File: config.mk
export PLATFORM = sky130hd
export DESIGN_NAME = masked_column_dot_normalize
export DESIGN_NICKNAME = d
export VERILOG_FILES = /design/src/hw/rtl/mcdn_pkg.sv /design/src/hw/rtl/masked_column_dot_normalize.sv /design/src/hw/rtl/mcdn_divsqrt.sv
export SDC_FILE = /design/constraint.sdc
export NUM_CORES = 1
export LEC_CHECK = 0
export ABC_AREA = 1
export BUFFER_PORTS_ARGS = -buffer_cell sky130_fd_sc_hd__buf_4
export CAP_MARGIN = 25
export CELL_PAD_IN_SITES_DETAIL_PLACEMENT = 0
export CELL_PAD_IN_SITES_GLOBAL_PLACEMENT = 1
export CORE_MARGIN = 3
export CORE_UTILIZATION = 49
export CTS_CLUSTER_DIAMETER = 150
export DETAILED_ROUTE_END_ITERATION = 16
export GPL_TIMING_DRIVEN = 0
export PLACE_DENSITY = 0.85
export SLEW_MARGIN = 30
export SYNTH_ARGS = -nofsm -noshare
export SYNTH_HDL_FRONTEND = slang
export SYNTH_HIERARCHICAL = 1
export SYNTH_SLANG_ARGS = --single-unit
File: constraint.sdc
create_clock -name clk -period 7.6 [get_ports clk]
set_input_delay 0.76 -clock clk [delete_from_list [all_inputs] [get_ports clk]]
set_output_delay 0.76 -clock clk [all_outputs]
set_load 0.02 [all_outputs]
File: src/hw/rtl/mcdn_pkg.sv
// ----------------------------------------------------------------------------
// mcdn_pkg
// Types and constants shared by the masked column dot product block.
// ----------------------------------------------------------------------------
`default_nettype none

package mcdn_pkg;

  localparam int unsigned VAL_W     = 16;
  localparam int unsigned PROD_W    = 32;
  localparam int unsigned SUM_W     = 48;
  localparam int unsigned CNT_W     = 11;
  localparam int unsigned CNT_FIELD_MAX = 2047;

  // Divider and square root engine widths.
  localparam int unsigned DQ_W      = 56;  // |sum| * 256 needs 56 bits
  localparam int unsigned SQ_W      = 28;  // count << 16, padded to an even width
  localparam int unsigned ROOT_W    = 14;
  localparam int unsigned REM_W     = 17;
  localparam int unsigned STEP_W    = 6;
  localparam int unsigned SQRT_STEPS = SQ_W / 2;
  localparam int unsigned DIV_STEPS  = DQ_W;

  typedef enum logic [2:0] {
    ST_IDLE,
    ST_MUL,
    ST_ACC,
    ST_LAST,
    ST_WAIT,
    ST_EMIT
  } mcdn_state_t;

  typedef enum logic [1:0] {
    ENG_IDLE,
    ENG_SQRT,
    ENG_DIV,
    ENG_DONE
  } mcdn_eng_state_t;

  typedef struct packed {
    logic             start;
    logic             use_root;
    logic [CNT_W-1:0] count;
    logic [SUM_W-1:0] mag;
  } mcdn_eng_cmd_t;

  typedef struct packed {
    logic             done;
    logic [SUM_W-1:0] quotient;
  } mcdn_eng_rsp_t;

endpackage

`default_nettype wire

File: src/hw/rtl/masked_column_dot_normalize.sv
// ----------------------------------------------------------------------------
// masked_column_dot_normalize
// Masked column dot product with division by the present count or its root.
// ----------------------------------------------------------------------------
// Each element item is accepted, its 16x16 product is registered, and the
// product is added to the saturating 48-bit sum. An item marked last then runs
// the shared subtract unit of the divide and square root engine: a division in
// mode 0, and a square root followed by a division in mode 1. When every
// element was missing the engine is not started. The result is then held until
// the output takes it. The input is stalled while an item is in progress.
// scale_mode is to be written only while the block is idle.
// ----------------------------------------------------------------------------
`default_nettype none

module masked_column_dot_normalize
  import mcdn_pkg::*;
#(
  parameter int unsigned MAX_COLUMN_LENGTH = 1024
)
(
  input  wire logic                    clk,
  input  wire logic                    rst_n,

  input  wire logic                    cfg_wr_en,
  input  wire logic                    cfg_wr_data,

  input  wire logic                    in_valid,
  output logic                         in_stall,
  input  wire logic signed [VAL_W-1:0] in_matrix_value,
  input  wire logic                    in_value_missing,
  input  wire logic signed [VAL_W-1:0] in_vector_value,
  input  wire logic                    in_last_in_column,

  output logic                         out_valid,
  input  wire logic                    out_stall,
  output logic signed [SUM_W-1:0]      out_column_result,
  output logic [CNT_W-1:0]             out_present_total,
  output logic                         out_all_missing
);

  localparam int unsigned CNT_LIMIT =
    (MAX_COLUMN_LENGTH < CNT_FIELD_MAX) ? MAX_COLUMN_LENGTH : CNT_FIELD_MAX;

  mcdn_state_t state_r, state_nxt;

  logic                     mode_r;
  logic signed [VAL_W-1:0]  mv_r, vv_r;
  logic                     miss_r, last_r;
  logic signed [PROD_W-1:0] prod_r, prod_nxt;
  logic signed [SUM_W-1:0]  sum_r, sum_nxt;
  logic [CNT_W-1:0]         cnt_r, cnt_nxt;
  logic                     neg_r;
  logic signed [SUM_W-1:0]  res_r, res_nxt;

  logic                     out_valid_r, out_valid_nxt;
  logic signed [SUM_W-1:0]  out_result_r;
  logic [CNT_W-1:0]         out_total_r;
  logic                     out_missing_r;

  logic                     in_take;
  logic                     slot_free;
  logic signed [SUM_W:0]    sum_wide;
  logic signed [SUM_W-1:0]  sum_sat;

  mcdn_eng_cmd_t            eng_cmd;
  mcdn_eng_rsp_t            eng_rsp;

  assign in_take   = in_valid && !in_stall;
  assign slot_free = !out_valid_r || !out_stall;

  // Saturating accumulate of the registered product.
  always_comb begin
    sum_wide = {sum_r[SUM_W-1], sum_r} + {{(SUM_W+1-PROD_W){prod_r[PROD_W-1]}}, prod_r};
    if (sum_wide[SUM_W] != sum_wide[SUM_W-1]) begin
      sum_sat = sum_wide[SUM_W] ? {1'b1, {(SUM_W-1){1'b0}}} : {1'b0, {(SUM_W-1){1'b1}}};
    end else begin
      sum_sat = sum_wide[SUM_W-1:0];
    end
  end

  always_comb begin
    state_nxt = state_r;
    unique case (state_r)
      ST_IDLE: begin
        if (in_take) begin
          state_nxt = ST_MUL;
        end
      end
      ST_MUL:  state_nxt = ST_ACC;
      ST_ACC:  state_nxt = last_r ? ST_LAST : ST_IDLE;
      ST_LAST: state_nxt = (cnt_r == '0) ? ST_EMIT : ST_WAIT;
      ST_WAIT: begin
        if (eng_rsp.done) begin
          state_nxt = ST_EMIT;
        end
      end
      ST_EMIT: begin
        if (slot_free) begin
          state_nxt = ST_IDLE;
        end
      end
      default: state_nxt = ST_IDLE;
    endcase
  end

  always_comb begin
    prod_nxt      = prod_r;
    sum_nxt       = sum_r;
    cnt_nxt       = cnt_r;
    res_nxt       = res_r;
    out_valid_nxt = out_valid_r && out_stall;
    eng_cmd.start    = 1'b0;
    eng_cmd.use_root = mode_r;
    eng_cmd.count    = cnt_r;
    eng_cmd.mag      = sum_r[SUM_W-1] ? -sum_r : sum_r;
    unique case (state_r)
      ST_IDLE: begin
      end
      ST_MUL: begin
        prod_nxt = mv_r * vv_r;
      end
      ST_ACC: begin
        if (!miss_r) begin
          sum_nxt = sum_sat;
          if (cnt_r < CNT_W'(CNT_LIMIT)) begin
            cnt_nxt = cnt_r + CNT_W'(1);
          end
        end
      end
      ST_LAST: begin
        res_nxt = '0;
        eng_cmd.start = (cnt_r != '0);
      end
      ST_WAIT: begin
        if (eng_rsp.done) begin
          res_nxt = neg_r ? -eng_rsp.quotient : eng_rsp.quotient;
        end
      end
      ST_EMIT: begin
        if (slot_free) begin
          out_valid_nxt = 1'b1;
          sum_nxt       = '0;
          cnt_nxt       = '0;
        end
      end
      default: begin
      end
    endcase
  end

  always_ff @(posedge clk) begin
    if (!rst_n) begin
      state_r     <= ST_IDLE;
      mode_r      <= 1'b0;
      sum_r       <= '0;
      cnt_r       <= '0;
      out_valid_r <= 1'b0;
    end else begin
      state_r     <= state_nxt;
      sum_r       <= sum_nxt;
      cnt_r       <= cnt_nxt;
      out_valid_r <= out_valid_nxt;
      if (cfg_wr_en) begin
        mode_r <= cfg_wr_data;
      end
    end
  end

  always_ff @(posedge clk) begin
    prod_r <= prod_nxt;
    res_r  <= res_nxt;
    if (in_take) begin
      mv_r   <= in_matrix_value;
      vv_r   <= in_vector_value;
      miss_r <= in_value_missing;
      last_r <= in_last_in_column;
    end
    if (state_r == ST_LAST) begin
      neg_r <= sum_r[SUM_W-1];
    end
    if (state_r == ST_EMIT && slot_free) begin
      out_result_r  <= res_r;
      out_total_r   <= cnt_r;
      out_missing_r <= (cnt_r == '0);
    end
  end

  mcdn_divsqrt u_divsqrt (
    .clk   (clk),
    .rst_n (rst_n),
    .cmd   (eng_cmd),
    .rsp   (eng_rsp)
  );

  assign in_stall          = (state_r != ST_IDLE);
  assign out_valid         = out_valid_r;
  assign out_column_result = out_result_r;
  assign out_present_total = out_total_r;
  assign out_all_missing   = out_missing_r;

endmodule

`default_nettype wire

File: src/hw/rtl/mcdn_divsqrt.sv
// ----------------------------------------------------------------------------
// mcdn_divsqrt
// Iterative engine around one shared subtract-and-compare unit: an optional
// integer square root of count << 16 (two bits a cycle), then a restoring
// division of the magnitude (one quotient bit a cycle).
// ----------------------------------------------------------------------------
`default_nettype none

module mcdn_divsqrt
  import mcdn_pkg::*;
(
  input  wire logic          clk,
  input  wire logic          rst_n,
  input  wire mcdn_eng_cmd_t cmd,
  output mcdn_eng_rsp_t      rsp
);

  mcdn_eng_state_t state_r, state_nxt;

  logic [REM_W-1:0]  rem_r, rem_nxt;
  logic [ROOT_W-1:0] root_r, root_nxt;
  logic [ROOT_W-1:0] divisor_r, divisor_nxt;
  logic [SQ_W-1:0]   sq_r, sq_nxt;
  logic [DQ_W-1:0]   dq_r, dq_nxt;
  logic [STEP_W-1:0] step_r, step_nxt;

  // Shared unit operands.
  logic [REM_W-1:0]  partial;
  logic [REM_W-1:0]  trial;
  logic [REM_W:0]    diff;
  logic              ge;

  always_comb begin
    case (state_r)
      ENG_SQRT: begin
        partial = {rem_r[REM_W-3:0], sq_r[SQ_W-1 -: 2]};
        trial   = {1'b0, root_r, 2'b01};
      end
      default: begin
        partial = {rem_r[REM_W-2:0], dq_r[DQ_W-1]};
        trial   = {{(REM_W-ROOT_W){1'b0}}, divisor_r};
      end
    endcase
    diff = {1'b0, partial} - {1'b0, trial};
    ge   = ~diff[REM_W];
  end

  always_comb begin
    state_nxt = state_r;
    unique case (state_r)
      ENG_IDLE: begin
        if (cmd.start) begin
          state_nxt = cmd.use_root ? ENG_SQRT : ENG_DIV;
        end
      end
      ENG_SQRT: begin
        if (step_r == STEP_W'(1)) begin
          state_nxt = ENG_DIV;
        end
      end
      ENG_DIV: begin
        if (step_r == STEP_W'(1)) begin
          state_nxt = ENG_DONE;
        end
      end
      ENG_DONE: state_nxt = ENG_IDLE;
      default:  state_nxt = ENG_IDLE;
    endcase
  end

  always_comb begin
    rem_nxt     = rem_r;
    root_nxt    = root_r;
    divisor_nxt = divisor_r;
    sq_nxt      = sq_r;
    dq_nxt      = dq_r;
    step_nxt    = step_r;
    unique case (state_r)
      ENG_IDLE: begin
        if (cmd.start) begin
          rem_nxt     = '0;
          root_nxt    = '0;
          divisor_nxt = {{(ROOT_W-CNT_W){1'b0}}, cmd.count};
          sq_nxt      = {1'b0, cmd.count, 16'h0000};
          // In root mode the dividend is scaled by 256 ahead of the division.
          dq_nxt      = cmd.use_root ? {cmd.mag, 8'h00} : {8'h00, cmd.mag};
          step_nxt    = cmd.use_root ? STEP_W'(SQRT_STEPS) : STEP_W'(DIV_STEPS);
        end
      end
      ENG_SQRT: begin
        rem_nxt  = ge ? diff[REM_W-1:0] : partial;
        root_nxt = {root_r[ROOT_W-2:0], ge};
        sq_nxt   = {sq_r[SQ_W-3:0], 2'b00};
        step_nxt = step_r - STEP_W'(1);
        if (step_r == STEP_W'(1)) begin
          divisor_nxt = {root_r[ROOT_W-2:0], ge};
          rem_nxt     = '0;
          step_nxt    = STEP_W'(DIV_STEPS);
        end
      end
      ENG_DIV: begin
        rem_nxt  = ge ? diff[REM_W-1:0] : partial;
        dq_nxt   = {dq_r[DQ_W-2:0], ge};
        step_nxt = step_r - STEP_W'(1);
      end
      ENG_DONE: begin
      end
      default: begin
      end
    endcase
  end

  always_ff @(posedge clk) begin
    if (!rst_n) begin
      state_r <= ENG_IDLE;
    end else begin
      state_r <= state_nxt;
    end
  end

  always_ff @(posedge clk) begin
    rem_r     <= rem_nxt;
    root_r    <= root_nxt;
    divisor_r <= divisor_nxt;
    sq_r      <= sq_nxt;
    dq_r      <= dq_nxt;
    step_r    <= step_nxt;
  end

  // The quotient never exceeds 2^47, so the low 48 bits hold it whole.
  assign rsp.done     = (state_r == ENG_DONE);
  assign rsp.quotient = dq_r[SUM_W-1:0];

endmodule

`default_nettype wire

==> run metrics, run 1 <==
data required time of the worst path=7.92 ns; clock tree sinks=359; vias in the first global route=26050; First DRT Iteration DRCs=1740; worst clock skew=0.02316 ns; Worst Path Max Fanout=10; die area=0.06987 mm2; initial antenna violation count=0; Fmax=138.0 MHz; Detail Route Antenna Nets=0; Ports=102; total number of vias=26350; grt ovf=0; Post-synth top flop=edfxtp_1; CTS tree=yes; Critical Path End Type=flip-flop; PortBufs=101; Initial Utilization=0.4956; DR WL/cell=17.05 um; Post-Synth XOR/XNOR Area=0.03348; asr flop ratio synth=0; adder-cell area share of the yosys netlist=0.2213; DP HPWL=70880 um; synth unique cells=59; register bit total from synthesis=359; share of layout cells above drive strength 1=0.1016; final worst-path cycle share=0.9534; Total Nets Final=4671; Die Width=264.3 um; drt first pass iters=5; fin. max-slew vios=0; WS Path Type=flip-flop to flip-flop; Ys Warns=6; Routed Wire Length=87050 um; Global Route Usage Sum=0.2519; Syn Nets=4518; Final Setup Violations=0; simple-gate share of the synthesized area=0.2186; Synth Area in Compound Gates=0.08582; cell taking the most area after synthesis=edfxtp_1; Cell Area, Synth=0.03270 mm2; most frequent cells in the layout=981 x nand2_1, 840 x inv_1, 293 x edfxtp_1; clock tree buffer depth=3; multi-input combinational cell area=0.01837 mm2; gpl congestion=0.9495; Final Hold Viols=0; Setup Fix Bufs, Post-CTS=0; Fillers=6209; number of diodes=0; Sequential Area=0.01012 mm2; Avg Cell Area, Syn=8.058 um2; status=complete, no violations; Placed Cells=5031; fin crit period=7.246 ns; Post-Syn Instances=4058; Via density=5.160; post-synthesis sequential area ratio=0.3095; Yosys top cell area share=0.2691; pin count of the biggest net entering global routing=56; H-tree levels=2; Max-cap violations=0; CP startpoint kind=flip-flop; CTS Root Buffer Type=clkbuf_16; critical path data arrival time=7.56 ns; first-pass GRT wire length=139500 um; DRC viols=0; commonest non-fill, non-tap cell in the layout=nand2_1; CORE AREA=0.06598 mm2; unrepaired setup endpoints after global routing=no; Row Count=94; measured slew at the worst slew-check pin=0.9244 ns; clk slew on worst S/H paths=0.05 ns; CTS buffer count=42; Slew headroom=0.3780; post-synthesis mux area share=0.0009183; top post-synthesis cells by area=edfxtp_1 27%, fa_1 16%, nand2_1 11%; clk_lat worst skew=0.58 ns; Area growth, synth to finish=10.73%; Hold Path Class=input port to flip-flop; Non-Filler Instances=5107; die height=264.3 um; largest family of logic cells by synthesized area=adder cells; number of flops mapped to enable cells by yosys=293
-- through the flow --
stage	area [um2]	setup WS, ns	setup TNS (ns)	util	hold slack, ns
floorplan	32700	1.458	0	-	0.4003
global placement	34540	-0.1160	-0.1160	0.5235	0.4014
detailed placement	34790	-0.04630	-0.04630	0.5273	0.4045
CTS	36200	0.09370	0	0.5487	0.3237
global route	36210	0.02183	0	0.5488	0.3268
finish	36210	0.3544	0	0.5488	0.3615
-- synthesized netlist by cell type (11+ instances only) --
master,instances
nand3_2,32
o21ai_0,139
nand3b_1,12
buf_4,49
a21boi_0,15
nand2_2,50
nand2_1,983
clkbuf_1,98
nor2_1,275
xor2_1,72
or2_2,12
edfxtp_1,293
o221ai_1,40
inv_2,19
a21oi_2,38
dfxtp_1,66
nor3_1,64
ha_1,156
nor2_2,11
fa_1,264
nand4_1,44
inv_1,841
nand3_1,114
o21bai_1,18
xnor2_1,53
a21oi_1,169
nor4_1,21
-- what timing repair did --
| item | in CTS | in global routing |
|---|---|---|
| resized for setup | 1 | 3 |
| hold buffers | 0 | 0 |
| setup endpoints to repair | 1 | 3 |
| pin swaps | 0 | 0 |
-- cells by family after synthesis --
group / count (synthesis)
muxes: 3
and+or+nand+nor: 1648
DFF: 359
AOI/OAI and AO/OA: 465
adders and majority gates: 420
buffers and inverters: 1038
xor gates and xnor gates: 125
-- area by class of cell --
cell class / instances / area share
repair buffers: 109 / 0.02636
flip-flops and latches: 359 / 0.2795
well taps: 864 / 0.02985
clock buffers: 59 / 0.03303
plain buffers: 177 / 0.02861
clock inverters: 17 / 0.005943
inverters: 861 / 0.08932
multi-input cells: 2661 / 0.5074
-- per-layer routing --
layer,wire [um],GRT usage,vias to the layer above,part of all wire
met3,4880,0.02849,139,0.056
met5,0,0,-,0
met2,41090,0.4258,744,0.47
li1,-,-,12990,-
met1,38740,0.3451,12480,0.45
met4,2338,0.07132,0,0.027
-- flip-flops by register name, indices dropped and copies added, names as in the netlist --
signal	cells
out_all_missing	1
mode_r	1
u_divsqrt/sq_r	12
neg_r	1
sum_r	48
out_column_result	48
u_divsqrt/root_r	14
u_divsqrt/rem_r	16
vv_r	16
res_r	48
out_present_total	11
prod_r	32
u_divsqrt/step_r	6
mv_r	16
u_divsqrt/dq_r	56
u_divsqrt/state_r	2
out_valid	1
u_divsqrt/divisor_r	14
last_r	1
cnt_r	11
state_r	3
miss_r	1
-- final timing paths --
kind	start	endpoint	slack [ns]	cells after the start
hold reg to reg	res_r[39]	out_column_result[39]	0.41	0
setup reg to reg	vv_r[6]	prod_r[27]	0.35	21
setup / recovery	vv_r[6]	prod_r[27]	0.35	21
hold / removal	in_matrix_value[8]	mv_r[8]	0.36	1
-- worst max-delay path: stages, from the launching register on --
cell and delay [ns]:
edfxtp_1 0.31, clkbuf_1 0.46, clkbuf_2 0.45, nand2_1 0.14
fa_1 0.62, inv_1 0.08, fa_1 0.90, fa_1 0.51
fa_1 0.48, fa_1 0.54, inv_1 0.05, fa_1 0.53
inv_1 0.04, ha_1 0.35, nand2_1 0.16, nor4_2 0.57
nand4_1 0.22, nand3_1 0.19, nand2_1 0.07, nand2_1 0.08
a21boi_0 0.10, xnor2_1 0.13
Power of run 1 is left out: the tool's default activity adds up to more than one toggle a clock period on the data nets, which glitch-free logic cannot reach.
==> run 2: changes to the inputs <==
--- a/config.mk
+++ b/config.mk
@@ -10,12 +10,13 @@
 export CAP_MARGIN = 25
 export CELL_PAD_IN_SITES_DETAIL_PLACEMENT = 0
 export CELL_PAD_IN_SITES_GLOBAL_PLACEMENT = 1
+export CORE_ASPECT_RATIO = 0.7
 export CORE_MARGIN = 3
 export CORE_UTILIZATION = 49
 export CTS_CLUSTER_DIAMETER = 150
 export DETAILED_ROUTE_END_ITERATION = 16
 export GPL_TIMING_DRIVEN = 0
-export PLACE_DENSITY = 0.85
+export PLACE_DENSITY = 0.84
 export SLEW_MARGIN = 30
 export SYNTH_ARGS = -nofsm -noshare
 export SYNTH_HDL_FRONTEND = slang
==> run metrics, run 2 (synthesis gave the netlist of run 1 again) <==
status=complete, no violations; Fmax=136.7 MHz; setup TNS=0 ns; total number of vias=26520; Critical Path End Type=flip-flop; data required time of the worst path=7.91 ns; WS Path Type=flip-flop to flip-flop; vias in the first global route=25430; clock tree buffer depth=3; Die Width=314.8 um; worst clock skew=0.03275 ns; Hold Buf Count CTS=0; DP HPWL=73680 um; Slew headroom=0.3993; final worst-path cycle share=0.9628; Setup Fix Bufs, Post-CTS=0; CP startpoint=mv_r[5]; crit-path leading delay family=adder cells; first-pass GRT wire length=142600 um; slowest stage delay, CP=0.63 ns; Final Hold Viols=0; max reg flops=56; commonest non-fill, non-tap cell in the layout=nand2_1; grt ovf=0; number of diodes=0; Total Nets Final=4667; Via density=5.183; fin. max-slew vios=0; Row Count=78; critical path data arrival time=7.63 ns; drt first pass iters=6; gpl congestion=0.9534; critical path depth=21; Initial Utilization=0.5001; fin crit period=7.317 ns; CTS buffer count=38; slowest CP cell=nor4_2; FF-to-FF End=prod_r[27]; die area=0.06992 mm2; Global Route Usage Sum=0.2599; unrepaired setup endpoints after global routing=no; Area growth, synth to finish=10.41%; Max-cap violations=0; die height=222.1 um; Ports=102; pin count of the biggest net entering global routing=59; CTS tree=yes; Worst Setup EP=prod_r[27]; Worst Path Max Fanout=10; Critical path buffers and inverters=5; measured slew at the worst slew-check pin=0.8916 ns; r2r worst-path depth=21; First DRT Iteration DRCs=2344; most frequent cells in the layout=981 x nand2_1, 840 x inv_1, 293 x edfxtp_1; Hold Path Class=input port to flip-flop; H-tree levels=2; Routed Wire Length=89450 um; beginning of the worst register-to-register path=mv_r[5]; clk_lat worst skew=0.58 ns; setup slack, reg-to-reg=0.28 ns; Top reg by flops=u_divsqrt/dq_r; share of layout cells above drive strength 1=0.1010; CP startpoint kind=flip-flop; DRC viols=0; crit-path cells=clkbuf_1 -> clkbuf_1 -> nand2_1 -> fa_1 -> inv_1 -> fa_1 -> fa_1 -> fa_1 -> fa_1 -> inv_1 -> fa_1 -> inv_1 -> ha_1 -> nand2_1 -> nor4_2 -> nand4_1 -> nand3_1 -> nand2_1 -> nand2_1 -> a21boi_0 -> xnor2_1; clk slew on worst S/H paths=0.06 ns; clock tree sinks=359; Crit path top cell by count=fa_1; CTS Root Buffer Type=clkbuf_16; PortBufs=101; Final Setup Violations=0; initial antenna violation count=1; CORE AREA=0.06539 mm2; DR WL/cell=17.49 um; Detail Route Antenna Nets=0
## run 2: changes by cell type in the layout (fill, tap and decap cells not counted), sizes merged
cell      before  now
inv          862  864
clkinv        10    9
clkbuf       158  147
clkinvlp       2    4
bufinv         4    5
## run 2: worst min-delay path by stage
stage	from	endpoint	slack, ns	depth (start not counted)
final	in_vector_value[5]	vv_r[5]	0.36	1
after global routing	in_matrix_value[10]	mv_r[10]	0.34	1
after CTS	in_matrix_value[10]	mv_r[10]	0.34	1
after detailed placement	res_r[33]	out_column_result[33]	0.40	0
after global placement	res_r[33]	out_column_result[33]	0.40	0
after floorplan	res_r[0]	out_column_result[0]	0.40	0
## run 2: per-layer routing
metal	share of wire	vias to the layer above	track usage
li1	-	12960	-
met1	0.50	12450	0.4253
met2	0.39	1019	0.3566
met3	0.098	84	0.04569
met4	0.015	0	0.04660
met5	0	-	0
## run 2: area by class of cell
| class | instances | area (um2) |
|---|---|---|
| fillers | 6283 | 29280 |
| multi-input cells | 2661 | 18380 |
| flip-flops and latches | 359 | 10120 |
| inverters | 861 | 3234 |
| well taps | 880 | 1101 |
| plain buffers | 177 | 1036 |
| clock buffers | 48 | 1020 |
| repair buffers | 109 | 950.9 |
| clock inverters | 21 | 266.5 |
## run 2: through the flow
step	worst slack [ns]	util	std cells	instance area, um2	hold slack (ns)
2_1_floorplan	1.458	-	4058	32700	0.4003
3_3_place_gp	-0.1026	0.5286	5039	34560	0.4017
6_report	0.2826	0.5522	5116	36100	0.3622
4_1_cts	0.1578	0.5520	5116	36100	0.3352
3_5_place_dp	-0.09230	0.5323	5047	34800	0.4045
5_1_grt	0.03395	0.5522	5116	36100	0.3431
## run 2: repair_timing
item | CTS | global route
gates resized for setup | 1 | 5
endpoints found under the hold margin | 0 | 0
endpoints found under the setup margin | 1 | 2
Power of run 2 is left out for the same reason.
